`src/rtl/tecs_pkg.sv`:
```
// tecs_pkg: shared types and constants for the timer event compare scheduler.
// Holds command codes, register indexes, the sequencer state type and request/result structs.
// No dependencies.
package tecs_pkg;

	localparam int EVENTS_DEF    = 8;
	localparam int TIME_BITS_DEF = 24;

	localparam int FIELD_W = 24;   // width of time fields on the ports
	localparam int MASK_W  = 8;    // width of fired_mask

	localparam logic [FIELD_W-1:0] SLEEP_THR_RST = 24'd2;

	// configuration register indexes
	localparam logic [1:0] REG_EW_ENABLE  = 2'd0;
	localparam logic [1:0] REG_EW_ADVANCE = 2'd1;
	localparam logic [1:0] REG_SLEEP_THR  = 2'd2;

	typedef enum logic [1:0] {
		CMD_AT    = 2'd0,
		CMD_DELAY = 2'd1,
		CMD_POLL  = 2'd2,
		CMD_SLEEP = 2'd3
	} cmd_t;

	typedef enum logic [3:0] {
		ST_IDLE,
		ST_SCHED,
		ST_SUPD,
		ST_SUPD2,
		ST_PSET,
		ST_WALK,
		ST_DRAIN,
		ST_COMMIT,
		ST_SFIN1,
		ST_SFIN2,
		ST_RESULT
	} state_t;

	typedef struct packed {
		cmd_t               command;
		logic [2:0]         event_index;
		logic [FIELD_W-1:0] due_time;
		logic               cancel;
		logic [FIELD_W-1:0] now;
	} in_req_t;

	typedef struct packed {
		logic [MASK_W-1:0]  fired_mask;
		logic               early_fired;
		logic               sleep_ok;
		logic               compare_valid;
		logic [FIELD_W-1:0] compare_time;
	} out_res_t;

endpackage

```
`src/rtl/timer_event_compare_scheduler_core.sv`:
```
// timer_event_compare_scheduler_core: event deadline table with wraparound compare,
// early wakeup tracking, poll and prepare-sleep, run by a small slot-walking sequencer.
// Depends on tecs_pkg.
//
// One request is worked at a time; in_stall is high from the accept until the result is
// loaded into the output register, which then waits on out_stall while the next request
// is already taken. The walk reads the slot table through its single read port (one slot
// per cycle). A schedule passes ST_SCHED, with the early wakeup enabled ST_SUPD and
// ST_SUPD2 and a walk when a cancel of the slot behind the early wakeup forces a rescan; a
// schedule to a slot past EVENTS skips to ST_RESULT; poll passes ST_PSET and a walk,
// prepare-sleep a walk, ST_SFIN1 and ST_SFIN2. A result held up by out_stall on the output
// register keeps the block busy. Times compare by the sign bit of their TIME_BITS-wide
// difference, so "a at or after b" means b lies less than half the counter range behind a.
// The table and the early wakeup time clear to invalid at reset; there is no clearing pass.
module timer_event_compare_scheduler_core
	import tecs_pkg::*;
#(
	parameter int EVENTS    = EVENTS_DEF,
	parameter int TIME_BITS = TIME_BITS_DEF
) (
	input  logic               clk,
	input  logic               arst_n,
	// configuration write port
	input  logic               cfg_write,
	input  logic [1:0]         cfg_index,
	input  logic [FIELD_W-1:0] cfg_data,
	// request channel
	input  logic               in_valid,
	output logic               in_stall,
	input  in_req_t            in_req,
	// result channel
	output logic               out_valid,
	input  logic               out_stall,
	output out_res_t           out_res
);

	localparam int TW = TIME_BITS;
	localparam int SW = (EVENTS > 1) ? $clog2(EVENTS) : 1;
	localparam int CW = (TW > FIELD_W) ? TW : FIELD_W;

	function automatic logic [TW-1:0] to_tw(input logic [FIELD_W-1:0] v);
		logic [TW+FIELD_W-1:0] w;
		w = {{TW{1'b0}}, v};
		return w[TW-1:0];
	endfunction

	function automatic logic [FIELD_W-1:0] to_field(input logic [TW-1:0] v);
		logic [TW+FIELD_W-1:0] w;
		w = {{FIELD_W{1'b0}}, v};
		return w[FIELD_W-1:0];
	endfunction

	function automatic logic [SW-1:0] to_slot(input logic [2:0] v);
		logic [SW+2:0] w;
		w = {{SW{1'b0}}, v};
		return w[SW-1:0];
	endfunction

	state_t state_q, state_d;

	// request
	cmd_t          cmd_q;
	logic          cancel_q;
	logic [TW-1:0] et_q, now_q;

	// configuration
	logic               ew_en_q;
	logic [TW-1:0]      adv_q;
	logic [FIELD_W-1:0] thr_q;

	// slot table and early wakeup
	logic          tab_v_q [EVENTS];
	logic [TW-1:0] tab_t_q [EVENTS];
	logic          early_v_q;
	logic [TW-1:0] early_t_q;

	// schedule working regs
	logic          old_v_q, match_q;
	logic [TW-1:0] old_t_q, new_t_q, e_q;

	// walk control
	logic [SW-1:0] cnt_q;
	logic          rec_en_q;
	logic [TW-1:0] from_q;

	// walk stage 1: slot read plus differences
	logic          a_act_s1, a_v_s1, a_due_s1;
	logic [TW-1:0] a_t_s1, a_e_s1, a_d_s1;

	// walk accumulators
	logic          best_v_q, any_q, due_q;
	logic [TW-1:0] best_t_q, rem_q, wake_q;

	// sleep finish
	logic          refuse_q;
	logic [TW-1:0] rem2_q, wake2_q;

	// result being built
	logic [MASK_W-1:0] fired_q;
	logic              efire_q, sok_q, cval_q;
	logic [TW-1:0]     ctime_q;

	logic     out_valid_q;
	out_res_t out_q;

	// ---------------------------------------------------------------- datapath taps
	logic          in_acc, idx_ok, last_slot, load_out;
	logic          rd_v, rd_due, ew_fire, pull_in, early_hit;
	logic [TW-1:0] rd_t, sum_t, rd_e, rd_d, rd_nd;
	logic [TW-1:0] best_diff, cand_diff, add_diff, now_e, wake_e, early_rem;
	logic [CW-1:0] rem2_w, thr_w;

	assign rd_v      = tab_v_q[cnt_q];
	assign rd_t      = tab_t_q[cnt_q];
	assign rd_e      = rd_t - adv_q;
	assign rd_d      = rd_t - now_q;
	assign rd_nd     = now_q - rd_t;
	assign rd_due    = ~rd_nd[TW-1];
	assign sum_t     = et_q + ((cmd_q == CMD_DELAY) ? now_q : '0);
	assign add_diff  = early_t_q - e_q;
	assign now_e     = now_q - early_t_q;
	assign wake_e    = wake_q - early_t_q;
	assign early_rem = early_t_q - now_q;
	assign ew_fire   = ew_en_q & early_v_q & ~now_e[TW-1];
	assign pull_in   = ew_en_q & early_v_q & ~wake_e[TW-1];
	assign cand_diff = a_e_s1 - from_q;
	assign best_diff = best_t_q - a_e_s1;
	assign early_hit = a_v_s1 & ~cand_diff[TW-1] & (~best_v_q | ~best_diff[TW-1]);
	assign rem2_w    = CW'(rem2_q);
	assign thr_w     = CW'(thr_q);
	assign idx_ok    = int'(in_req.event_index) < EVENTS;
	assign last_slot = cnt_q == SW'(EVENTS - 1);

	// ---------------------------------------------------------------- next state
	always_comb begin
		state_d = state_q;
		case (state_q)
			ST_IDLE: begin
				if (in_valid) begin
					case (in_req.command)
						CMD_AT, CMD_DELAY: state_d = idx_ok ? ST_SCHED : ST_RESULT;
						CMD_POLL:          state_d = ST_PSET;
						default:           state_d = ST_WALK;
					endcase
				end
			end
			ST_SCHED:  state_d = ew_en_q ? ST_SUPD : ST_RESULT;
			ST_SUPD:   state_d = ST_SUPD2;
			ST_SUPD2: begin
				if (cancel_q && early_v_q && old_v_q && match_q)
					state_d = ST_WALK;
				else
					state_d = ST_RESULT;
			end
			ST_PSET:   state_d = ST_WALK;
			ST_WALK:   state_d = last_slot ? ST_DRAIN : ST_WALK;
			ST_DRAIN:  state_d = ST_COMMIT;
			ST_COMMIT: state_d = (cmd_q == CMD_SLEEP) ? ST_SFIN1 : ST_RESULT;
			ST_SFIN1:  state_d = ST_SFIN2;
			ST_SFIN2:  state_d = ST_RESULT;
			ST_RESULT: begin
				if (!out_valid_q || !out_stall)
					state_d = ST_IDLE;
			end
			default:   state_d = ST_IDLE;
		endcase
	end

	// ---------------------------------------------------------------- control outputs
	always_comb begin
		in_stall = 1'b1;
		load_out = 1'b0;
		case (state_q)
			ST_IDLE:   in_stall = 1'b0;
			ST_RESULT: load_out = !out_valid_q || !out_stall;
			default: begin
				in_stall = 1'b1;
				load_out = 1'b0;
			end
		endcase
	end

	assign in_acc    = in_valid & ~in_stall;
	assign out_valid = out_valid_q;
	assign out_res   = out_q;

	// ---------------------------------------------------------------- control registers
	always_ff @(posedge clk or negedge arst_n) begin
		if (!arst_n) begin
			state_q     <= ST_IDLE;
			ew_en_q     <= 1'b0;
			adv_q       <= '0;
			thr_q       <= SLEEP_THR_RST;
			early_v_q   <= 1'b0;
			out_valid_q <= 1'b0;
			a_act_s1    <= 1'b0;
			cnt_q       <= '0;
			rec_en_q    <= 1'b0;
			for (int i = 0; i < EVENTS; i++)
				tab_v_q[i] <= 1'b0;
		end else begin
			state_q  <= state_d;
			a_act_s1 <= state_q == ST_WALK;

			if (cfg_write) begin
				case (cfg_index)
					REG_EW_ENABLE:  ew_en_q <= cfg_data[0];
					REG_EW_ADVANCE: adv_q   <= to_tw(cfg_data);
					REG_SLEEP_THR:  thr_q   <= cfg_data;
					default: ;
				endcase
			end

			if (load_out)
				out_valid_q <= 1'b1;
			else if (!out_stall)
				out_valid_q <= 1'b0;

			case (state_q)
				ST_IDLE: begin
					rec_en_q <= 1'b0;
					if (in_acc)
						cnt_q <= (in_req.command == CMD_AT || in_req.command == CMD_DELAY)
							? to_slot(in_req.event_index) : '0;
				end
				ST_SCHED: tab_v_q[cnt_q] <= ~cancel_q;
				ST_SUPD2: begin
					if (!cancel_q) begin
						if (!early_v_q || !add_diff[TW-1])
							early_v_q <= 1'b1;
					end else if (early_v_q && old_v_q && match_q) begin
						rec_en_q <= 1'b1;
						cnt_q    <= '0;
					end
				end
				ST_PSET: rec_en_q <= ew_fire;
				ST_WALK: begin
					if (cmd_q == CMD_POLL && rd_v && rd_due)
						tab_v_q[cnt_q] <= 1'b0;
					if (!last_slot)
						cnt_q <= cnt_q + SW'(1);
				end
				ST_COMMIT: begin
					if (rec_en_q)
						early_v_q <= best_v_q;
				end
				default: ;
			endcase
		end
	end

	// ---------------------------------------------------------------- payload registers
	always_ff @(posedge clk) begin
		if (in_acc) begin
			cmd_q    <= in_req.command;
			cancel_q <= in_req.cancel;
			et_q     <= to_tw(in_req.due_time);
			now_q    <= to_tw(in_req.now);
			fired_q  <= '0;
			efire_q  <= 1'b0;
			sok_q    <= 1'b0;
			cval_q   <= 1'b0;
			ctime_q  <= '0;
			best_v_q <= 1'b0;
			best_t_q <= '0;
			any_q    <= 1'b0;
			due_q    <= 1'b0;
			rem_q    <= '0;
			wake_q   <= to_tw(in_req.now);
		end

		case (state_q)
			ST_SCHED: begin
				tab_t_q[cnt_q] <= cancel_q ? '0 : sum_t;
				old_v_q        <= rd_v;
				old_t_q        <= rd_t;
				new_t_q        <= sum_t;
			end
			ST_SUPD: begin
				e_q     <= new_t_q - adv_q;
				match_q <= (early_t_q + adv_q) == old_t_q;
			end
			ST_SUPD2: begin
				if (!cancel_q && (!early_v_q || !add_diff[TW-1]))
					early_t_q <= e_q;
				from_q <= early_t_q;
			end
			ST_PSET: begin
				efire_q <= ew_fire;
				from_q  <= now_q + TW'(1);
			end
			ST_WALK: begin
				if (cmd_q == CMD_POLL && rd_v && rd_due) begin
					tab_t_q[cnt_q] <= '0;
					for (int k = 0; k < MASK_W; k++) begin
						if (int'(cnt_q) == k)
							fired_q[k] <= 1'b1;
					end
				end
			end
			ST_COMMIT: begin
				if (rec_en_q)
					early_t_q <= best_t_q;
			end
			ST_SFIN1: begin
				refuse_q <= pull_in & ~now_e[TW-1];
				rem2_q   <= pull_in ? early_rem : rem_q;
				wake2_q  <= pull_in ? early_t_q : wake_q;
			end
			ST_SFIN2: begin
				if (!due_q) begin
					if (!any_q) begin
						sok_q <= 1'b1;
					end else if (!refuse_q && rem2_w >= thr_w) begin
						sok_q   <= 1'b1;
						cval_q  <= 1'b1;
						ctime_q <= wake2_q;
					end
				end
			end
			default: ;
		endcase

		// walk stage 1: one slot per cycle
		a_v_s1   <= rd_v;
		a_t_s1   <= rd_t;
		a_e_s1   <= rd_e;
		a_d_s1   <= rd_d;
		a_due_s1 <= rd_due;

		// walk stage 2: early wakeup minimum and sleep wake search
		if (a_act_s1) begin
			if (rec_en_q && early_hit) begin
				best_v_q <= 1'b1;
				best_t_q <= a_e_s1;
			end
			if (cmd_q == CMD_SLEEP && a_v_s1) begin
				if (a_due_s1) begin
					due_q <= 1'b1;
				end else if (!any_q || a_d_s1 < rem_q) begin
					any_q  <= 1'b1;
					rem_q  <= a_d_s1;
					wake_q <= a_t_s1;
				end
			end
		end

		if (load_out) begin
			out_q.fired_mask    <= fired_q;
			out_q.early_fired   <= efire_q;
			out_q.sleep_ok      <= sok_q;
			out_q.compare_valid <= cval_q;
			out_q.compare_time  <= to_field(ctime_q);
		end
	end

endmodule

```
`config.mk`:
```
export PLATFORM = sky130hd
export DESIGN_NAME = timer_event_compare_scheduler_core
export DESIGN_NICKNAME = d
export VERILOG_FILES = /design/src/rtl/tecs_pkg.sv /design/src/rtl/timer_event_compare_scheduler_core.sv
export SDC_FILE = /design/constraint.sdc
export NUM_CORES = 1
export LEC_CHECK = 0
export BUFFER_PORTS_ARGS = -buffer_cell sky130_fd_sc_hd__buf_2
export CAP_MARGIN = 20
export CORE_MARGIN = 3
export CORE_UTILIZATION = 30
export DETAILED_ROUTE_END_ITERATION = 7
export GPL_TIMING_DRIVEN = 1
export PLACE_DENSITY = 0.42
export RECOVER_POWER = 25
export SLEW_MARGIN = 20
export SYNTH_ARGS = -nofsm -noshare
export SYNTH_HDL_FRONTEND = slang
export SYNTH_SLANG_ARGS = --single-unit
```
`constraint.sdc`:
```
create_clock -name clk -period 14 [get_ports clk]
set_input_delay 2.8 -clock clk [delete_from_list [all_inputs] [get_ports clk]]
set_output_delay 2.8 -clock clk [all_outputs]
set_load 0.1 [all_outputs]
```
; ---- After elaboration in Yosys (flattened, before gate mapping)
; Memory sizes are Yosys's and may differ from the RTL's.
; Cells that the tools add are included.
[word_totals]
mem_bits_rw = 192
in_bits = 85
mem_count = 1
regBits = 509
wordCells = 271
output_inout_bits = 37
[op_classes]
bitwise_logic = 19
mux = 100
n_lt_le_gt_ge = 4
addsub = 14
eq_ne = 38
reduce_logical = 43
[memory_table]
columns = name, words, width, rd, rd_clocked_by_memory_dff, write_ports, line_no
row1 = tab_t_q, 8, 24, 1, 0, 1, timer_event_compare_scheduler_core.sv:73  ; logic [TW-1:0] tab_t_q [EVENTS];
[ops]
columns = cell, count
row1 = two-way mux 24 bit, 25
row2 = subtractor 24 bit, 10
row3 = one-hot mux 24 bit (2 select lines), 2
row4 = two-way mux 1 bit, 49
row5 = adder 24 bit, 2
row6 = one-hot mux 4 bit (11 select lines), 1
row7 = two-way mux 8 bit, 4
row8 = adder 24 x 1 -> 24 bit (second input constant), 1
row9 = equality test 24 bit, 1
row10 = >= comparator 24 bit, 1
row11 = < comparator 24 bit, 1
row12 = != test 2 bit (second input constant), 10
row13 = equality test 4 x 3 -> 1 bit (second input constant), 4
row14 = two-way mux 4 bit, 4
row15 = one-hot mux 8 bit (2 select lines), 1
row16 = equality test 3 bit (second input constant), 5
row17 = two-way mux 3 bit, 5
row18 = equality test 4 bit (second input constant), 3
row19 = logical AND 1 bit, 12
row20 = AND reduction 2 bit, 5
row21 = one-hot mux 3 bit (3 select lines), 1
row22 = bitwise AND 8 bit, 1
row23 = bitwise mux 8 bit, 1
row24 = equality test 2 bit (second input constant), 4
row25 = 31 further kinds, 65

; ---- Logic depth before layout (Yosys ltp)
[depth]
ltp_word = 10
ltp_mapped = 19
ltp_nobuf = 16

; ---- Worst setup path after synthesis
; OpenSTA, ideal clock, no wires.
[synth_timing]
kind = flip-flop to flip-flop
from = register state_q[2]
to = memory tab_t_q[5][0] in the netlist's numbering (enable)
setup_ns = 0.438
arrival_time_ns = 6.395
t_required_ns = 13.562
slack_ns = 7.167
stages_incl_launch_ff = 5
n_path_buf = 1
period_less_slack_ns = 6.833
path_cell_list = dfrtp_1 clkbuf_1 nor3_1 nor2_8 nor3_1
[synth_via]
elab_chain_len = 4
word_cells_on_any_way = 7
cone_classes = 2 x eq/ne / 4 x mux / 1 x bitwise
[synth_lines]
columns = item, line_no
row1 = "start, declared", timer_event_compare_scheduler_core.sv:59  ; state_t state_q, state_d;
row2 = "start signal, assigned", timer_event_compare_scheduler_core.sv:202  ; state_q <= state_d;
row3 = equality test 4 x 1 -> 1 bit / equality test 4 x 3 -> 1 bit (equally long branches), timer_event_compare_scheduler_core.sv:272  ; case (state_q)
row4 = two-way mux 1 bit, timer_event_compare_scheduler_core.sv:272
row5 = two-way mux 1 bit (on tied branches), "timer_event_compare_scheduler_core.sv:274, timer_event_compare_scheduler_core.sv:294"
row6 = bitwise OR 1 bit (no line) *, n/a
row7 = "end, declared", timer_event_compare_scheduler_core.sv:73
; Every way passes the cells marked *; elsewhere a longest branch is shown, timed or not.

; ---- Final worst setup path
[layout_timing]
from = register cnt_q[2]
to = memory tab_t_q[0][5] in the netlist's numbering (enable)
[layout_via]
word_cells_on_any_way = 13
cone_classes = 1 x add/sub / 6 x mux / 3 x bitwise / 2 x reduce/logical / 1 x memory
[layout_rtl]
columns = item, line_no
row1 = "start, declared", timer_event_compare_scheduler_core.sv:82  ; logic [SW-1:0] cnt_q;
row2 = "start signal, assigned", timer_event_compare_scheduler_core.sv:223  ; cnt_q <= (in_req.command == CMD_AT || in_req.command == CMD_DELAY)
row3 = "start signal, assigned", timer_event_compare_scheduler_core.sv:241  ; cnt_q <= cnt_q + SW'(1);
row4 = memory (8 x 24 bit), n/a
row5 = named net rd_t[1], timer_event_compare_scheduler_core.sv:109  ; logic [TW-1:0] rd_t, sum_t, rd_e, rd_d, rd_nd;
row6 = subtractor 24 bit, timer_event_compare_scheduler_core.sv:117  ; assign rd_nd = now_q - rd_t;
row7 = NOT 1 bit, timer_event_compare_scheduler_core.sv:118  ; assign rd_due = ~rd_nd[TW-1];
row8 = logical AND 1 bit, timer_event_compare_scheduler_core.sv:293  ; if (cmd_q == CMD_POLL && rd_v && rd_due) begin
row9 = two-way mux 1 bit, timer_event_compare_scheduler_core.sv:293
row10 = two-way mux 1 bit, timer_event_compare_scheduler_core.sv:272
row11 = two-way mux 1 bit (implied by the code), timer_event_compare_scheduler_core.sv:294  ; tab_t_q[cnt_q] <= '0;
row12 = bitwise OR 1 bit (no line), n/a
; The timed path passes the listed nets, and every way through them passes these cells. The select of a mux whose other input is x is not followed.

==> key figures <==
Run status
  • Status: complete, but fails checks
  • Violated checks: max-capacitance violations, max-slew violations

Clocking
  • Clk_lat worst skew: 690 ps
  • CTS tree: yes
  • Root buf cell: clkbuf_16
  • Resized cells post-CTS: 0
  • Hold_buf cts: 0
  • Total CTS buffers: between 80 and 90
  • H-Tree Depth: 3
  • # clock sinks: approximately 700
  • Worst-path clk slew: approximately 60 ps
  • Postcts setup bufs: 0
  • Max Root-Sink Buffers: 3

Setup path
  • CP endpoint kind: flop
  • Worst path required time: approximately 14,000 ps
  • Worst Path Arrival: approximately 7300 ps
  • Crit-path cells: inv_1 -> nor3_1 -> clkbuf_1 -> a22oi_1 -> and4_1 -> inv_1 -> ha_1 -> nor2b_1 -> o21a_1 -> o21ai_0 -> a21oi_1 -> o21ai_0 -> a21oi_1 -> nor3_4 -> buf_4 -> nor2_8 -> nor2b_2 -> buf_4
  • Cell depth of the worst setup path: 18
  • Register-to-register setup slack: between 7000 and 8000 ps
  • CP max-delay cell: clkbuf_1
  • Family with the most delay on the worst path: buffers and inverters
  • Worst path max stage delay: ~1200 ps
  • Critical path class: reg2reg
  • Worst path bufs/invs: 5
  • R2r endpoint: tab_t_q[0][5]
  • CP Launch Type: flop
  • R2r startpoint: cnt_q[2]
  • Max FO, Critical Path: 28
  • Reg2Reg Depth: 18

Routing
  • Drt drc: 0
  • DR vias: 24,600
  • Routed WL: between 100 and 150 mm
  • Vias per cell: roughly 4.9
  • DRT iter0 DRCs: approximately 2,100
  • First-pass DRT Iterations: 5
  • Post-route ant nets: 0
  • WL/cell: roughly 25 µm

Synth
  • Cell variety after synth: 80
  • Top cells by area, synth: edfxtp_1, ha_1, dfxtp_1, dfrtp_1, mux2_2
  • Number of synthesized flops with an enable pin: 450
  • Asr flop ratio synth: 0.0970
  • Syn Std Cell Area: about 36,000 µm²
  • Synth top area share: 0.375
  • Mapped Cells: between 3,000 and 4,000
  • Mean Syn Cell Area: about 11 µm²
  • Syn_nets: approximately 3,600
  • Sequential share of the synthesized area: 0.523
  • Most numerous cell in the Yosys netlist: edfxtp_1
  • Synth warn: 0
  • Flops & latches, synth: 701
  • Post-synth top cells: edfxtp_1, ha_1, inv_1, nand2_1, dfxtp_1
  • Area leader, netlist: edfxtp_1
  • Primary FF master, synth: edfxtp_1

Timing
  • Endpoints failing setup: 0
  • Final Hold Fails: 0
  • Rel. slew slack: -1.40
  • RSZ-0062 raised after global routing: no
  • PnR worst setup slack: approximately 7000 ps
  • Clock skew: roughly 35 ps
  • Final min period: around 7000 ps
  • Post-Route Setup TNS: 0 ps
  • Worst-Margin Slew: 3600 ps
  • Slew Limit Fails: between 200 and 300
  • FMAX: 0.144 GHz
  • Final period util: 0.497

Floorplan
  • Starting Density: 0.304
  • Die X: 353 µm
  • Cell row count: 126
  • I/O pin total: between 100 and 150
  • Height of the die: about 350 µm
  • Core Area: between 100,000 and 150,000 µm²
  • Die area: 124,000 µm²

Place
  • Pre-CTS setup slack: 8160 ps
  • PortBufs: approximately 120
  • Placed Cells: between 4,000 and 5,000
  • Placer Congestion: roughly 0.89
  • Placed wire-length estimate: 93.5 mm

Power
  • Sequential Power Share: 0.323
  • Internal power: 5760 µW
  • Worst VDD drop: around 0.096 mV
  • Clk pwr share: 0.232
  • PD cells: between 200 and 250 nW/µm²
  • P_sw: 4200 µW
  • Sw Share: 0.422
  • Combinational power share: 0.445
  • P_leak: 0.0171 µW

Min path
  • Hold Crit Start: cval_q
  • Hold path depth: 0
  • Hold Path Class: reg2reg
  • Hold path endpoint: out_res[24]

GRT
  • First-pass GRT wire length: about 180 mm
  • Vias in the first global route: 24,700
  • Number of antenna violations at the first check in global routing: 16
  • GR Util All Layers: 0.194
  • Gr ovfl total: 0
  • Pin count of the biggest net entering global routing: 52

Cells and area
  • Syn-to-layout area delta: 15.4%
  • Finished Core Util: 0.351
  • Final #Nets: about 3,700
  • Largest Register: tab_t_q
  • Post-Layout Cell Count: between 4,000 and 5,000
  • # fillers: 11,800
  • Max reg flops: 192
  • Share of post-route cells with drive strength above 1: 0.129

Flow run
  • Reported max-cap violation count: 8
## cells in the final DEF (no fill, tap or decap), types with 119 or more instances in the layout
cell type and n:
dfxtp_1 183, nor2_1 155, inv_1 257, o21ai_0 134, nand2_1 237, edfxtp_1 450
ha_1 326, a21o_1 119, xnor2_1 120, a21oi_1 132
## per-stage QoR
| stage | total power [µW] | instance area (µm²) | hold WS [ps] |
|---|---|---|---|
| 2_1_floorplan | 5940 | 36100 | 400 |
| 3_3_place_gp | 7670 | 38800 | 415 |
| 3_5_place_dp | 7660 | 38800 | 417 |
| 4_1_cts | 10000 | 41700 | 436 |
| 5_1_grt | 10500 | 41600 | 447 |
| 6_report | 9960 | 41600 | 432 |
## cell type report
| type | count | area [µm²] | share of cell area |
|---|---|---|---|
| sequential | 701 | 18900 | 0.453 |
| multi-input combinational | 2092 | 15900 | 0.383 |
| clock buffer | 111 | 2320 | 0.0556 |
| tap | 1600 | 2000 | 0.0481 |
| inverter | 260 | 978 | 0.0235 |
| timing repair buffer | 167 | 908 | 0.0218 |
| clock inverter | 48 | 607 | 0.0146 |
| antenna | 1 | 2.50 | 0.0000601 |
## cells by family (layout without fill, tap and decap cells)
kind of cell    count (synthesis)  count (layout)  share of synthesized area
other cells                     0               1                          0
buf+inv                       345             586                     0.0370
fa+ha+maj                     332             332                      0.116
xor+xnor                      174             174                     0.0422
simple gates                  732             732                      0.100
compound gates                672             672                      0.125
mux                           182             182                     0.0558
flops                         701             701                      0.523
## power groups by stage
stage / logic [µW] / clock network (µW) / registers, µW
6_report: 4430 / 2310 / 3220
5_1_grt: 4820 / 2460 / 3260
4_1_cts: 4430 / 2380 / 3210
3_5_place_dp: 4410 / 0 / 3250
3_3_place_gp: 4410 / 0 / 3260
2_1_floorplan: 2790 / 0 / 3140
## worst max path at each step
stage,startpoint,end,slack (ps)
floorplan,state_q[2],tab_t_q[5][0],7170
global placement,cnt_q[2],tab_t_q[0][2],8260
detailed placement,cnt_q[2],tab_t_q[0][3],8160
CTS,cnt_q[2],tab_t_q[0][5],8100
global route,cnt_q[2],tab_t_q[0][3],6690
finish,cnt_q[2],tab_t_q[0][5],7040
## worst register-to-register path, stage by stage, from the launching register on
cell,delay (ps)
dfrtp_1,700
inv_1,320
nor3_1,230
clkbuf_1,1150
a22oi_1,260
and4_1,350
inv_1,150
ha_1,250
nor2b_1,140
o21a_1,170
o21ai_0,210
a21oi_1,180
o21ai_0,340
a21oi_1,240
nor3_4,210
buf_4,430
nor2_8,110
nor2b_2,790
buf_4,390
## per-layer routing
| metal | global-route usage | part of all wire | vias up | wire (µm) |
|---|---|---|---|---|
| met4 | 0.0387 | 0.019 | 0 | 2370 |
| met1 | 0.280 | 0.48 | 12100 | 58700 |
| met5 | 0 | 0 | - | 0 |
| met3 | 0.0239 | 0.045 | 121 | 5550 |
| li1 | - | - | 11800 | - |
| met2 | 0.311 | 0.46 | 560 | 55800 |
Power figures use the tool's default switching activity.
